--- src/hdl/tpss_pkg.sv ---
// ============================================================================
// tpss_pkg
// Shared types and constants of the two-point settle sequencer.
// ============================================================================
`default_nettype none

package tpss_pkg;

    localparam logic [31:0] TICK_MS = 32'd5;

    // configuration register indexes
    localparam logic [2:0] REG_FIRST_TARGET       = 3'd0;
    localparam logic [2:0] REG_SECOND_TARGET      = 3'd1;
    localparam logic [2:0] REG_POSITION_TOLERANCE = 3'd2;
    localparam logic [2:0] REG_SPEED_LIMIT        = 3'd3;
    localparam logic [2:0] REG_SETTLE_TIME_MS     = 3'd4;
    localparam logic [2:0] REG_SETTLE_MIN_SAMPLES = 3'd5;
    localparam logic [2:0] REG_PHASE_TIMEOUT_MS   = 3'd6;

    // reset values
    localparam logic signed [15:0] RST_FIRST_TARGET       = 16'sd800;
    localparam logic signed [15:0] RST_SECOND_TARGET      = -16'sd800;
    localparam logic [15:0]        RST_POSITION_TOLERANCE = 16'd160;
    localparam logic [18:0]        RST_SPEED_LIMIT        = 19'd160;
    localparam logic [15:0]        RST_SETTLE_TIME_MS     = 16'd500;
    localparam logic [7:0]         RST_SETTLE_MIN_SAMPLES = 8'd4;
    localparam logic [31:0]        RST_PHASE_TIMEOUT_MS   = 32'd8000;

    localparam logic [7:0] SETTLE_COUNT_MAX = 8'd255;

    // command codes
    localparam logic CMD_TICK  = 1'b0;
    localparam logic CMD_START = 1'b1;

    // task_phase output codes
    localparam logic [2:0] PHASE_CODE_IDLE   = 3'd0;
    localparam logic [2:0] PHASE_CODE_FIRST  = 3'd1;
    localparam logic [2:0] PHASE_CODE_SECOND = 3'd2;
    localparam logic [2:0] PHASE_CODE_DONE   = 3'd3;
    localparam logic [2:0] PHASE_CODE_FAULT  = 3'd4;

    typedef enum logic [4:0] {
        PH_IDLE   = 5'b00001,
        PH_FIRST  = 5'b00010,
        PH_SECOND = 5'b00100,
        PH_DONE   = 5'b01000,
        PH_FAULT  = 5'b10000
    } phase_t;

    function automatic logic [2:0] phase_code(input phase_t ph);
        logic [2:0] code;
        code = PHASE_CODE_IDLE;
        unique case (ph)
            PH_IDLE:   code = PHASE_CODE_IDLE;
            PH_FIRST:  code = PHASE_CODE_FIRST;
            PH_SECOND: code = PHASE_CODE_SECOND;
            PH_DONE:   code = PHASE_CODE_DONE;
            PH_FAULT:  code = PHASE_CODE_FAULT;
            default:   code = PHASE_CODE_IDLE;
        endcase
        return code;
    endfunction

endpackage

`default_nettype wire

--- src/hdl/tpss_if.sv ---
// ============================================================================
// tpss_if
// Item and result channels of the two-point settle sequencer.
// ============================================================================
`default_nettype none

interface tpss_item_if;
    logic               valid;
    logic               ready;
    logic               cmd;
    logic               calibration_busy;
    logic               sample_valid;
    logic signed [15:0] sample_position;
    logic [31:0]        sample_stamp;
    logic signed [19:0] sample_velocity;

    modport source (
        output valid, cmd, calibration_busy, sample_valid,
               sample_position, sample_stamp, sample_velocity,
        input  ready
    );
    modport sink (
        input  valid, cmd, calibration_busy, sample_valid,
               sample_position, sample_stamp, sample_velocity,
        output ready
    );
endinterface

interface tpss_result_if;
    logic               valid;
    logic               ready;
    logic [2:0]         task_phase;
    logic               setpoint_write;
    logic signed [15:0] setpoint_value;
    logic [31:0]        run_time_ms;
    logic [15:0]        peak_error_first;
    logic [15:0]        peak_error_second;

    modport source (
        output valid, task_phase, setpoint_write, setpoint_value,
               run_time_ms, peak_error_first, peak_error_second,
        input  ready
    );
    modport sink (
        input  valid, task_phase, setpoint_write, setpoint_value,
               run_time_ms, peak_error_first, peak_error_second,
        output ready
    );
endinterface

`default_nettype wire

--- src/hdl/two_point_settle_sequencer.sv ---
// ============================================================================
// two_point_settle_sequencer
// Runs a positioning task to two setpoints with timeout, settle window and
// per-phase peak error tracking.
// ============================================================================
// channel   dir   beat
// item      in    start request or tick with position/velocity sample
// result    out   phase, setpoint, run time, peak errors (one per item)
// cfg       in    register write, index 0..6, no read-back
//
// An item passes the input register, then the result register, on its way
// from item beat to result beat. One item per cycle sustained; both stages
// advance whenever the result register is empty or being taken. Sequencer
// state updates as an item moves from the input into the result register.
// rst_n clears control state and loads the register reset values.
// ============================================================================
`default_nettype none

module two_point_settle_sequencer (
    input  wire logic        clk,
    input  wire logic        rst_n,
    input  wire logic        cfg_we,
    input  wire logic [2:0]  cfg_index,
    input  wire logic [31:0] cfg_data,
    tpss_item_if.sink        item,
    tpss_result_if.source    result
);

    // configuration
    logic signed [15:0] first_target_reg;
    logic signed [15:0] second_target_reg;
    logic [15:0]        position_tolerance_reg;
    logic [18:0]        speed_limit_reg;
    logic [15:0]        settle_time_ms_reg;
    logic [7:0]         settle_min_samples_reg;
    logic [31:0]        phase_timeout_ms_reg;

    always_ff @(posedge clk or negedge rst_n)
    begin
        if (!rst_n)
        begin
            first_target_reg       <= tpss_pkg::RST_FIRST_TARGET;
            second_target_reg      <= tpss_pkg::RST_SECOND_TARGET;
            position_tolerance_reg <= tpss_pkg::RST_POSITION_TOLERANCE;
            speed_limit_reg        <= tpss_pkg::RST_SPEED_LIMIT;
            settle_time_ms_reg     <= tpss_pkg::RST_SETTLE_TIME_MS;
            settle_min_samples_reg <= tpss_pkg::RST_SETTLE_MIN_SAMPLES;
            phase_timeout_ms_reg   <= tpss_pkg::RST_PHASE_TIMEOUT_MS;
        end
        else if (cfg_we)
        begin
            unique case (cfg_index)
                tpss_pkg::REG_FIRST_TARGET:       first_target_reg <= cfg_data[15:0];
                tpss_pkg::REG_SECOND_TARGET:      second_target_reg <= cfg_data[15:0];
                tpss_pkg::REG_POSITION_TOLERANCE: position_tolerance_reg <= cfg_data[15:0];
                tpss_pkg::REG_SPEED_LIMIT:        speed_limit_reg <= cfg_data[18:0];
                tpss_pkg::REG_SETTLE_TIME_MS:     settle_time_ms_reg <= cfg_data[15:0];
                tpss_pkg::REG_SETTLE_MIN_SAMPLES: settle_min_samples_reg <= cfg_data[7:0];
                tpss_pkg::REG_PHASE_TIMEOUT_MS:   phase_timeout_ms_reg <= cfg_data;
                default: ;
            endcase
        end
    end

    // handshake
    logic in_valid_reg;
    logic out_valid_reg;
    logic advance;

    assign advance      = in_valid_reg && (!out_valid_reg || result.ready);
    assign item.ready   = !in_valid_reg || advance;
    assign result.valid = out_valid_reg;

    always_ff @(posedge clk or negedge rst_n)
    begin
        if (!rst_n)
        begin
            in_valid_reg  <= 1'b0;
            out_valid_reg <= 1'b0;
        end
        else
        begin
            if (item.ready)
                in_valid_reg <= item.valid;
            if (advance)
                out_valid_reg <= 1'b1;
            else if (result.ready)
                out_valid_reg <= 1'b0;
        end
    end

    // input register
    logic               cmd_reg;
    logic               busy_reg;
    logic               svalid_reg;
    logic signed [15:0] pos_reg;
    logic [31:0]        stamp_reg;
    logic signed [19:0] vel_reg;

    always_ff @(posedge clk)
    begin
        if (item.valid && item.ready)
        begin
            cmd_reg    <= item.cmd;
            busy_reg   <= item.calibration_busy;
            svalid_reg <= item.sample_valid;
            pos_reg    <= item.sample_position;
            stamp_reg  <= item.sample_stamp;
            vel_reg    <= item.sample_velocity;
        end
    end

    // sequencer state
    tpss_pkg::phase_t   phase_reg, phase_next;
    logic [31:0]        time_now_reg, time_now_next;
    logic [31:0]        run_start_reg, run_start_next;
    logic [31:0]        phase_start_reg, phase_start_next;
    logic [31:0]        settle_start_reg, settle_start_next;
    logic [31:0]        last_stamp_reg, last_stamp_next;
    logic [7:0]         settle_count_reg, settle_count_next;
    logic               armed_reg, armed_next;
    logic [31:0]        total_time_reg, total_time_next;
    logic [15:0]        peak_first_reg, peak_first_next;
    logic [15:0]        peak_second_reg, peak_second_next;
    logic signed [15:0] setpoint_reg, setpoint_next;
    logic               wr_next;

    logic signed [16:0] diff;
    logic [16:0]        diff_abs;
    logic [15:0]        err;
    logic [19:0]        vel_abs;
    logic [31:0]        tn;
    logic [31:0]        settled_for;

    always_comb
    begin
        phase_next        = phase_reg;
        time_now_next     = time_now_reg;
        run_start_next    = run_start_reg;
        phase_start_next  = phase_start_reg;
        settle_start_next = settle_start_reg;
        last_stamp_next   = last_stamp_reg;
        settle_count_next = settle_count_reg;
        armed_next        = armed_reg;
        total_time_next   = total_time_reg;
        peak_first_next   = peak_first_reg;
        peak_second_next  = peak_second_reg;
        setpoint_next     = setpoint_reg;
        wr_next           = 1'b0;
        tn                = time_now_reg + tpss_pkg::TICK_MS;
        diff              = 17'sd0;
        diff_abs          = 17'd0;
        err               = 16'd0;
        vel_abs           = vel_reg[19] ? 20'(-vel_reg) : vel_reg;
        settled_for       = 32'd0;

        if (cmd_reg == tpss_pkg::CMD_START)
        begin
            if (!busy_reg && (phase_reg == tpss_pkg::PH_IDLE ||
                              phase_reg == tpss_pkg::PH_DONE ||
                              phase_reg == tpss_pkg::PH_FAULT))
            begin
                phase_next        = tpss_pkg::PH_FIRST;
                run_start_next    = time_now_reg;
                total_time_next   = 32'd0;
                armed_next        = 1'b0;
                settle_start_next = 32'd0;
                last_stamp_next   = 32'd0;
                settle_count_next = 8'd0;
                peak_first_next   = 16'd0;
                peak_second_next  = 16'd0;
            end
        end
        else
        begin
            time_now_next = tn;
            if (phase_reg == tpss_pkg::PH_FIRST || phase_reg == tpss_pkg::PH_SECOND)
            begin
                if (!armed_reg)
                begin
                    setpoint_next     = (phase_reg == tpss_pkg::PH_FIRST) ?
                                        first_target_reg : second_target_reg;
                    wr_next           = 1'b1;
                    armed_next        = 1'b1;
                    phase_start_next  = tn;
                    settle_start_next = 32'd0;
                    last_stamp_next   = stamp_reg;
                    settle_count_next = 8'd0;
                end

                if ((tn - phase_start_next) > phase_timeout_ms_reg)
                begin
                    setpoint_next = 16'sd0;
                    wr_next       = 1'b1;
                    phase_next    = tpss_pkg::PH_FAULT;
                end
                else if (svalid_reg && stamp_reg != last_stamp_next)
                begin
                    last_stamp_next = stamp_reg;
                    diff     = {pos_reg[15], pos_reg} - {setpoint_next[15], setpoint_next};
                    diff_abs = diff[16] ? 17'(-diff) : diff;
                    err      = diff_abs[15:0];

                    if (phase_reg == tpss_pkg::PH_FIRST)
                    begin
                        if (err > peak_first_reg)
                            peak_first_next = err;
                        if (err <= position_tolerance_reg)
                        begin
                            phase_next        = tpss_pkg::PH_SECOND;
                            armed_next        = 1'b0;
                            settle_start_next = 32'd0;
                            settle_count_next = 8'd0;
                        end
                    end
                    else
                    begin
                        if (err > peak_second_reg)
                            peak_second_next = err;
                        if (err <= position_tolerance_reg &&
                            vel_abs <= {1'b0, speed_limit_reg})
                        begin
                            if (settle_count_next == 8'd0)
                                settle_start_next = tn;
                            if (settle_count_next < tpss_pkg::SETTLE_COUNT_MAX)
                                settle_count_next = settle_count_next + 8'd1;
                            settled_for = tn - settle_start_next;
                            if (settled_for >= {16'd0, settle_time_ms_reg} &&
                                settle_count_next >= settle_min_samples_reg)
                            begin
                                total_time_next = tn - run_start_reg;
                                phase_next      = tpss_pkg::PH_DONE;
                            end
                        end
                        else
                        begin
                            settle_start_next = 32'd0;
                            settle_count_next = 8'd0;
                        end
                    end
                end
            end
        end
    end

    always_ff @(posedge clk or negedge rst_n)
    begin
        if (!rst_n)
        begin
            phase_reg        <= tpss_pkg::PH_IDLE;
            time_now_reg     <= 32'd0;
            run_start_reg    <= 32'd0;
            phase_start_reg  <= 32'd0;
            settle_start_reg <= 32'd0;
            last_stamp_reg   <= 32'd0;
            settle_count_reg <= 8'd0;
            armed_reg        <= 1'b0;
            total_time_reg   <= 32'd0;
            peak_first_reg   <= 16'd0;
            peak_second_reg  <= 16'd0;
            setpoint_reg     <= 16'sd0;
        end
        else if (advance)
        begin
            phase_reg        <= phase_next;
            time_now_reg     <= time_now_next;
            run_start_reg    <= run_start_next;
            phase_start_reg  <= phase_start_next;
            settle_start_reg <= settle_start_next;
            last_stamp_reg   <= last_stamp_next;
            settle_count_reg <= settle_count_next;
            armed_reg        <= armed_next;
            total_time_reg   <= total_time_next;
            peak_first_reg   <= peak_first_next;
            peak_second_reg  <= peak_second_next;
            setpoint_reg     <= setpoint_next;
        end
    end

    // result register
    logic [2:0]         task_phase_reg;
    logic               setpoint_write_reg;
    logic signed [15:0] setpoint_value_reg;
    logic [31:0]        run_time_ms_reg;
    logic [15:0]        peak_error_first_reg;
    logic [15:0]        peak_error_second_reg;

    always_ff @(posedge clk)
    begin
        if (advance)
        begin
            task_phase_reg        <= tpss_pkg::phase_code(phase_next);
            setpoint_write_reg    <= wr_next;
            setpoint_value_reg    <= setpoint_next;
            run_time_ms_reg       <= total_time_next;
            peak_error_first_reg  <= peak_first_next;
            peak_error_second_reg <= peak_second_next;
        end
    end

    assign result.task_phase        = task_phase_reg;
    assign result.setpoint_write    = setpoint_write_reg;
    assign result.setpoint_value    = setpoint_value_reg;
    assign result.run_time_ms       = run_time_ms_reg;
    assign result.peak_error_first  = peak_error_first_reg;
    assign result.peak_error_second = peak_error_second_reg;

endmodule

`default_nettype wire

--- src/flat_wrapper.sv ---
// flat-port wrapper written by rule: the top's interface ports become plain ports
module two_point_settle_sequencer_flat 
  (clk, rst_n, cfg_we, cfg_index, cfg_data, item_valid, item_cmd, item_calibration_busy, item_sample_valid, item_sample_position, item_sample_stamp, item_sample_velocity, item_ready, result_valid, result_task_phase, result_setpoint_write, result_setpoint_value, result_run_time_ms, result_peak_error_first, result_peak_error_second, result_ready);
  tpss_item_if item_i ();
  tpss_result_if result_i ();
  input  wire logic clk;
  input  wire logic rst_n;
  input  wire logic cfg_we;
  input  wire logic [2:0] cfg_index;
  input  wire logic [31:0] cfg_data;
  input wire logic [$bits(item_i.valid)-1:0] item_valid;
  input wire logic [$bits(item_i.cmd)-1:0] item_cmd;
  input wire logic [$bits(item_i.calibration_busy)-1:0] item_calibration_busy;
  input wire logic [$bits(item_i.sample_valid)-1:0] item_sample_valid;
  input wire logic [$bits(item_i.sample_position)-1:0] item_sample_position;
  input wire logic [$bits(item_i.sample_stamp)-1:0] item_sample_stamp;
  input wire logic [$bits(item_i.sample_velocity)-1:0] item_sample_velocity;
  output wire logic [$bits(item_i.ready)-1:0] item_ready;
  output wire logic [$bits(result_i.valid)-1:0] result_valid;
  output wire logic [$bits(result_i.task_phase)-1:0] result_task_phase;
  output wire logic [$bits(result_i.setpoint_write)-1:0] result_setpoint_write;
  output wire logic [$bits(result_i.setpoint_value)-1:0] result_setpoint_value;
  output wire logic [$bits(result_i.run_time_ms)-1:0] result_run_time_ms;
  output wire logic [$bits(result_i.peak_error_first)-1:0] result_peak_error_first;
  output wire logic [$bits(result_i.peak_error_second)-1:0] result_peak_error_second;
  input wire logic [$bits(result_i.ready)-1:0] result_ready;
  assign item_i.valid = item_valid;
  assign item_i.cmd = item_cmd;
  assign item_i.calibration_busy = item_calibration_busy;
  assign item_i.sample_valid = item_sample_valid;
  assign item_i.sample_position = item_sample_position;
  assign item_i.sample_stamp = item_sample_stamp;
  assign item_i.sample_velocity = item_sample_velocity;
  assign item_ready = item_i.ready;
  assign result_valid = result_i.valid;
  assign result_task_phase = result_i.task_phase;
  assign result_setpoint_write = result_i.setpoint_write;
  assign result_setpoint_value = result_i.setpoint_value;
  assign result_run_time_ms = result_i.run_time_ms;
  assign result_peak_error_first = result_i.peak_error_first;
  assign result_peak_error_second = result_i.peak_error_second;
  assign result_i.ready = result_ready;
  two_point_settle_sequencer u_core (.clk(clk), .rst_n(rst_n), .cfg_we(cfg_we), .cfg_index(cfg_index), .cfg_data(cfg_data), .item(item_i), .result(result_i));
endmodule
--- config.mk ---
export PLATFORM = sky130hd
export DESIGN_NAME = two_point_settle_sequencer_flat
export DESIGN_NICKNAME = d
export VERILOG_FILES = /design/src/hdl/tpss_pkg.sv /design/src/hdl/tpss_if.sv /design/src/hdl/two_point_settle_sequencer.sv /design/src/flat_wrapper.sv
export SDC_FILE = /design/constraint.sdc
export NUM_CORES = 1
export LEC_CHECK = 0
export BUFFER_PORTS_ARGS = -buffer_cell sky130_fd_sc_hd__buf_2
export CELL_PAD_IN_SITES_DETAIL_PLACEMENT = 0
export CELL_PAD_IN_SITES_GLOBAL_PLACEMENT = 2
export CORE_MARGIN = 3
export CORE_UTILIZATION = 36
export DETAILED_ROUTE_END_ITERATION = 8
export PLACE_DENSITY_LB_ADDON = 0.08
export SYNTH_ARGS = -nofsm -noshare
export SYNTH_HDL_FRONTEND = slang
export SYNTH_SLANG_ARGS = --single-unit
export TNS_END_PERCENT = 100
--- constraint.sdc ---
create_clock -name clk -period 8 [get_ports clk]
set_clock_uncertainty 0.15 [all_clocks]
set_input_delay 0.8 -clock clk [delete_from_list [all_inputs] [get_ports clk]]
set_output_delay 0.8 -clock clk [all_outputs]
set_load 0.01 [all_outputs]
== Word-level counts from Yosys, hierarchy flattened ==
Index checks and enable logic that the tools add are counted.

* Memory bits (read-only): 0
* Memories: 0
* Output and inout bits: 86
* Latch bits: 0
* RAM bits: 0
* Bits in registers: 534

* $mul: 0
* Div/mod/pow operators: 0
* Mux-type cells: 96
* Reductions and logical operators: 30
* $add $sub $neg: 8
* Equal/unequal tests: 17
* Magnitude comparators: 8
* Bitwise gates (word level): 2
* Shift-type cells: 0

{| class="wikitable"
|+ Operator list
! cell !! number
|-
| $mux 32 || 34
|-
| $mux 16 || 22
|-
| $mux 8 || 18
|-
| $sub 32x32->32 || 3
|-
| $mux 5 || 9
|-
| $add 32x3->32 const B || 1
|-
| $ge 32x16->1 || 1
|-
| $gt 16x16->1 || 2
|-
| $gt 32x32->1 || 1
|-
| $ne 32x32->1 || 1
|-
| $le 20x19->1 || 1
|-
| $mux 20 || 1
|-
| $neg 20->20 || 1
|-
| $sub 16x16->17 || 1
|-
| $le 16x16->1 || 1
|-
| $neg 16->16 || 1
|-
| $reduce_and 2->1 || 8
|-
| $pmux 3 s4 || 1
|-
| $mux 1 || 11
|-
| $eq 5x2->1 const B || 2
|-
| $eq 5x3->1 const B || 2
|-
| $eq 5x4->1 const B || 2
|-
| $eq 5x5->1 const B || 2
|-
| $eq 3x3->1 const B || 3
|-
| other kinds (16) || 32
|}

== Logic depth before layout (Yosys ltp) ==
* Depth in word-level cells: 28
* Depth in mapped cells: 37
* Gate-level depth less buffers: 35

== Worst setup path before layout ==
No wires, ideal clock.

* Path type: flip-flop to flip-flop
* Start point: register u_core.phase_reg[0]
* End point: register u_core.run_time_ms_reg[28], in the netlist u_core.result.run_time_ms[28], data pin
* Clock period less this slack: 7.712 ns
* Library setup time: 0.136 ns
* Path slack: 0.288 ns
* Stages on the path, launching flop included: 31
* Data arrival time: 7.426 ns
* Cell sequence: dfstp_2 -> buf_2 -> nor3_4 -> nand2_1 -> clkbuf_1 -> clkbuf_1 -> nand2_1 -> a21oi_1 -> a21oi_1 -> ha_1 -> or2_2 -> o31a_1 -> a21o_1 -> maj3_1 -> o2111ai_1 -> a211oi_1 -> a2111oi_1 -> a21o_1 -> buf_4 -> nand2_1 -> xnor2_1 -> ha_1 -> a211o_1 -> a221oi_1 -> o21ai_0 -> o21bai_1 -> o211ai_2 -> or3_1 -> buf_2 -> a2111oi_1 -> a22o_1

* Word-level cells in the longest chain between the ends: 16

{| class="wikitable"
|+ RTL lines
! item !! line !! RTL
|-
| from (decl) || two_point_settle_sequencer.sv:114 || <nowiki>tpss_pkg::phase_t phase_reg, phase_next;</nowiki>
|-
| from (signal assigned) || two_point_settle_sequencer.sv:250 || <nowiki>phase_reg <= tpss_pkg::PH_IDLE;</nowiki>
|-
| from (signal assigned) || two_point_settle_sequencer.sv:265 || <nowiki>phase_reg <= phase_next;</nowiki>
|-
| $eq 5x2->1 || two_point_settle_sequencer.sv:177, two_point_settle_sequencer.sv:181, two_point_settle_sequencer.sv:204 ||
|-
| $mux 16 || two_point_settle_sequencer.sv:181 || <nowiki>setpoint_next = (phase_reg == tpss_pkg::PH_FIRST) ?</nowiki>
|-
| $mux 16 || two_point_settle_sequencer.sv:179 || <nowiki>if (!armed_reg)</nowiki>
|-
| $mux 16 || two_point_settle_sequencer.sv:177 || <nowiki>if (phase_reg == tpss_pkg::PH_FIRST || phase_reg == tpss_pkg::PH_SECOND)</nowiki>
|-
| $mux 16 || two_point_settle_sequencer.sv:157 || <nowiki>if (cmd_reg == tpss_pkg::CMD_START)</nowiki>
|-
| $sub 16x16->17 || two_point_settle_sequencer.sv:200 || <nowiki>diff = {pos_reg[15], pos_reg} - {setpoint_next[15], setpoint_next};</nowiki>
|-
| $neg 16->16 || two_point_settle_sequencer.sv:201 || <nowiki>diff_abs = diff[16] ? 17'(-diff) : diff;</nowiki>
|-
| $mux 16 || two_point_settle_sequencer.sv:201 ||
|-
| $le 16x16->1 || two_point_settle_sequencer.sv:220 || <nowiki>if (err <= position_tolerance_reg &&</nowiki>
|-
| $logic_and 1x1->1 || two_point_settle_sequencer.sv:220 ||
|-
| $mux 32 || two_point_settle_sequencer.sv:220 ||
|-
| $mux 32 || two_point_settle_sequencer.sv:204 || <nowiki>if (phase_reg == tpss_pkg::PH_FIRST)</nowiki>
|-
| $mux 32 || two_point_settle_sequencer.sv:197 || <nowiki>else if (svalid_reg && stamp_reg != last_stamp_next)</nowiki>
|-
| $mux 32 || two_point_settle_sequencer.sv:191 || <nowiki>if ((tn - phase_start_next) > phase_timeout_ms_reg)</nowiki>
|-
| $mux 32 || two_point_settle_sequencer.sv:177 ||
|-
| $mux 32 (*) || two_point_settle_sequencer.sv:157 ||
|-
| named net u_core.total_time_next[28] || two_point_settle_sequencer.sv:122 || <nowiki>logic [31:0] total_time_reg, total_time_next;</nowiki>
|-
| to (signal assigned) || two_point_settle_sequencer.sv:295 || <nowiki>run_time_ms_reg <= total_time_next;</nowiki>
|-
| to (decl) || two_point_settle_sequencer.sv:284 || <nowiki>logic [31:0] run_time_ms_reg;</nowiki>
|}

Mark *: on every way through the listed nets, which the timed path passes. The rest lies on a longest branch. The select of a mux whose other input is x is not followed.
A chain may end at the register's enable or synchronous reset.

== Worst setup path in the final report ==
* Start point: register u_core.phase_reg[4]
* End point: register u_core.run_time_ms_reg[28], in the netlist u_core.result.run_time_ms[28], data pin

Same word-level chain as after synthesis.

==> flow_summary.json <==
{
  "antenna_found_initial": 3,
  "crit_fanout": 9,
  "cts.clk_slew.worst_paths_ns": 0.06,
  "layout-drive-gt1-share_pct": 18.73,
  "synth_edf_count": 155,
  "synth_compound_area_share_pct": 18.85,
  "drt_pass1_iterations": 5,
  "r2r_slack_ns": 0.36,
  "sw_frac_of_total_pct": 44.50,
  "hp-class": "input pin to asynchronous set/reset pin",
  "design_area_mm2": 0.03836,
  "first_global_vias": 25785,
  "final_cell_mix": "dfrtp_1, nand2_1, o21ai_0",
  "synthesis.area_mm2": 0.03251,
  "grt_pass1_wl_um": 156500,
  "p_switching_w": 0.007627,
  "whs_ns": -0.005484,
  "core_mm2": 0.08892,
  "cts_hold_buffers": 0,
  "cpMaxStageDelayCell": "o311ai_0",
  "start_util_pct": 36.56,
  "die_h_um": 306.5,
  "grt_usage_pct": 21.52,
  "route.detailed.vias_per_inst": 5.377,
  "worstReg2RegEnd": "u_core.result.run_time_ms[28]",
  "syn_area_per_cell_um2": 9.817,
  "port_buffers": 196,
  "synth_flop_cell": "dfrtp_1",
  "seq_area_mm2": 0.01418,
  "r2r_cells": 29,
  "p_total_w": 0.01714,
  "report.final.slew_viol_count": 0,
  "synthAdderAreaFrac_pct": 9.282,
  "max-cap-violations": 0,
  "n_fill_cell": 8658,
  "ys_warn_count": 0,
  "cp.required_ns": 8.33,
  "yosysSeqAreaShare_pct": 43.60,
  "dp.final_hpwl_um": 76640,
  "p_seq_share_pct": 20.9,
  "fin_crit_sh_pct": 95.54,
  "p_int_w": 0.009511,
  "clkPwrFrac_pct": 18.3,
  "syn_nets": 3661,
  "io_pins": 197,
  "wl_um": 102500,
  "pwr_density_cell_mw_per_mm2": 446.8,
  "timing.slew.headroom_pct": 27.30,
  "critPathLaunchType": "flop",
  "clockBufferDepth": 3,
  "r2r-start": "u_core.phase_reg[4]",
  "crit_start": "u_core.phase_reg[4]",
  "rsz0062_at_grt": "false",
  "failed_checks": "hold timing",
  "synth_xor_area_share_pct": 5.853,
  "tritoncts": "done",
  "dieArea_mm2": 0.09395,
  "power_leakage_nw": 17.13,
  "multi_input_area_mm2": 0.01706,
  "critPathKind": "flop to flop",
  "min_period_ns": 7.643,
  "synth_top_family_by_area": "compound AO/OA/AOI/OAI gates",
  "finalHoldViolations": 7,
  "wl_per_cell_um": 21.23,
  "fp-row-count": 109,
  "cts-htree-levels": 3,
  "fin_ws_ns": 0.3571,
  "outcome": "finished with violations",
  "crit_path_end": "u_core.result.run_time_ms[28]",
  "globalRouteOverflowTotal": 0,
  "peakVddDrop_uv": 227.0,
  "pre_cts_ws_ns": -0.07511,
  "cts_inserted_buffers": 68,
  "gp_congestion": 0.8472,
  "async_flop_share_pct": 70.97,
  "post_dp_cell_area_mm2": 0.03581,
  "worstMarginPinSlew_ns": 1.085,
  "combPwrFrac_pct": 60.9,
  "tns_ns": 0,
  "clkLatencyLatePin_ns": 0.63,
  "end_kind": "flop",
  "arrival_ns": 7.97,
  "crit_top_cell": "buf_4",
  "ys_seq_elements": 534,
  "antenna_cells": 0,
  "setup_violations": 0,
  "num-nets-final": 3958,
  "grt_max_degree": 150,
  "cts_root_buf": "clkbuf_16",
  "layout_commonest_cell": "dfrtp_1",
  "max_stage_delay_ns": 0.79,
  "cts.sinks": 534,
  "ant_nets": 0,
  "vias": 25960,
  "drtIter0Drc": 1809,
  "synth-simple-area-share_pct": 12.45,
  "die_w_um": 306.5,
  "synthDistinctLibCells": 97,
  "area_growth_pct": 17.98,
  "synth_cells": 3312,
  "max_freq_ghz": 0.1308,
  "drc": 0,
  "synth_mux_area_share_pct": 5.342
}
-- metal layers --
layer,GRT usage (%),vias to the layer above,wire [µm]
met5,0,-,0
li1,-,12535,-
met4,5.457,0,1990
met3,3.326,110,5036
met1,32.77,12700,52080
met2,31.78,615,43380
-- Yosys cell counts (13+ instances only) --
library cell  count  area share (%)
a31oi_1          39            0.75
nor3_1           32            0.49
nand3_1          64            0.99
nand2b_1         32            0.62
mux2_2          100             3.5
and3_1           26            0.50
inv_1           235             2.7
a22o_1          107             2.9
nand4_1          48            0.92
a211oi_1         21            0.48
o31ai_1          38            0.88
xnor2_1         155             4.2
and2_1           18            0.35
a21oi_1         220             3.4
nor2_1          171             2.0
or3_1            15            0.29
o21a_1           36            0.83
dfstp_2          30             2.4
a21boi_0         13            0.30
buf_1            16            0.18
xor2_1           56             1.5
nand2_1         329             3.8
a21o_1           87             2.0
o21ai_0         250             3.8
nor2b_1          27            0.52
dfrtp_1         349              27
clkbuf_1        108             1.2
or2_2            13            0.25
edfxtp_1        155              14
nor4_1           16            0.31
ha_1            234             9.0
mux2i_1          61             1.9
-- kinds of logic (layout without fill, tap and decap cells) --
kind of cell / Yosys count / in the layout
AOI/OAI and AO/OA: 939 / 939
and+or+nand+nor: 843 / 843
DFF: 534 / 534
buffers and inverters: 382 / 733
adders and majority gates: 239 / 239
xor gates and xnor gates: 214 / 214
muxes: 161 / 161
-- cell type report --
class / instances / share of cell area [%]
clock buffers: 93 / 4.948
flip-flops and latches: 534 / 36.96
inverters: 236 / 2.316
well taps: 1165 / 3.800
repair buffers: 373 / 6.514
clock inverters: 31 / 0.9948
multi-input cells: 2396 / 44.47
-- power by group through the flow --
| stage | Combinational (W) | Clock (W) | Sequential, W |
|---|---|---|---|
| 3_5_place_dp | 0.0102 | 0 | 0.00362 |
| 6_report | 0.0104 | 0.00313 | 0.00358 |
| 4_1_cts | 0.0103 | 0.00325 | 0.00357 |
| 2_1_floorplan | 0.00668 | 0 | 0.00357 |
| 3_3_place_gp | 0.0101 | 0 | 0.00360 |
| 5_1_grt | 0.0116 | 0.00336 | 0.00363 |
-- timing repair --
action                     4_1_cts  5_1_grt
pin swaps                        1        9
setup endpoints to repair       31      147
setup buffers                    0        4
cloned                           0        3
gates resized for setup          1       37
-- stage by stage --
stage          util (%)  std cells
5_1_grt           43.14       4828
6_report          43.14       4828
4_1_cts           42.84       4821
2_1_floorplan         -       3312
3_5_place_dp      40.28       4697
3_3_place_gp      40.28       4697
-- how the worst min path moves through the flow --
stage	slack [ns]	endpoint	depth (start not counted)	start
final	-0.005	u_core.peak_first_reg[11]	1	rst_n
after global routing	0.02	u_core.peak_first_reg[11]	1	rst_n
after CTS	0.01	u_core.peak_first_reg[13]	1	rst_n
after detailed placement	0.32	u_core.settle_start_reg[4]	2	u_core.settle_start_reg[4]
after global placement	0.31	u_core.phase_start_reg[14]	2	u_core.phase_start_reg[14]
after floorplan	0.29	u_core.settle_start_reg[4]	2	u_core.settle_start_reg[4]
-- worst max-delay path, delay by kind of cell, from the launching register on --
| kind | cells | cell delay, ns |
|---|---|---|
| compound gates | 14 | 3.65 |
| simple gates | 7 | 1.64 |
| buf+inv | 5 | 0.87 |
| fa+ha+maj | 2 | 0.55 |
| flops | 1 | 0.44 |
| xor+xnor | 1 | 0.20 |
(Power assumes the default switching activity.)
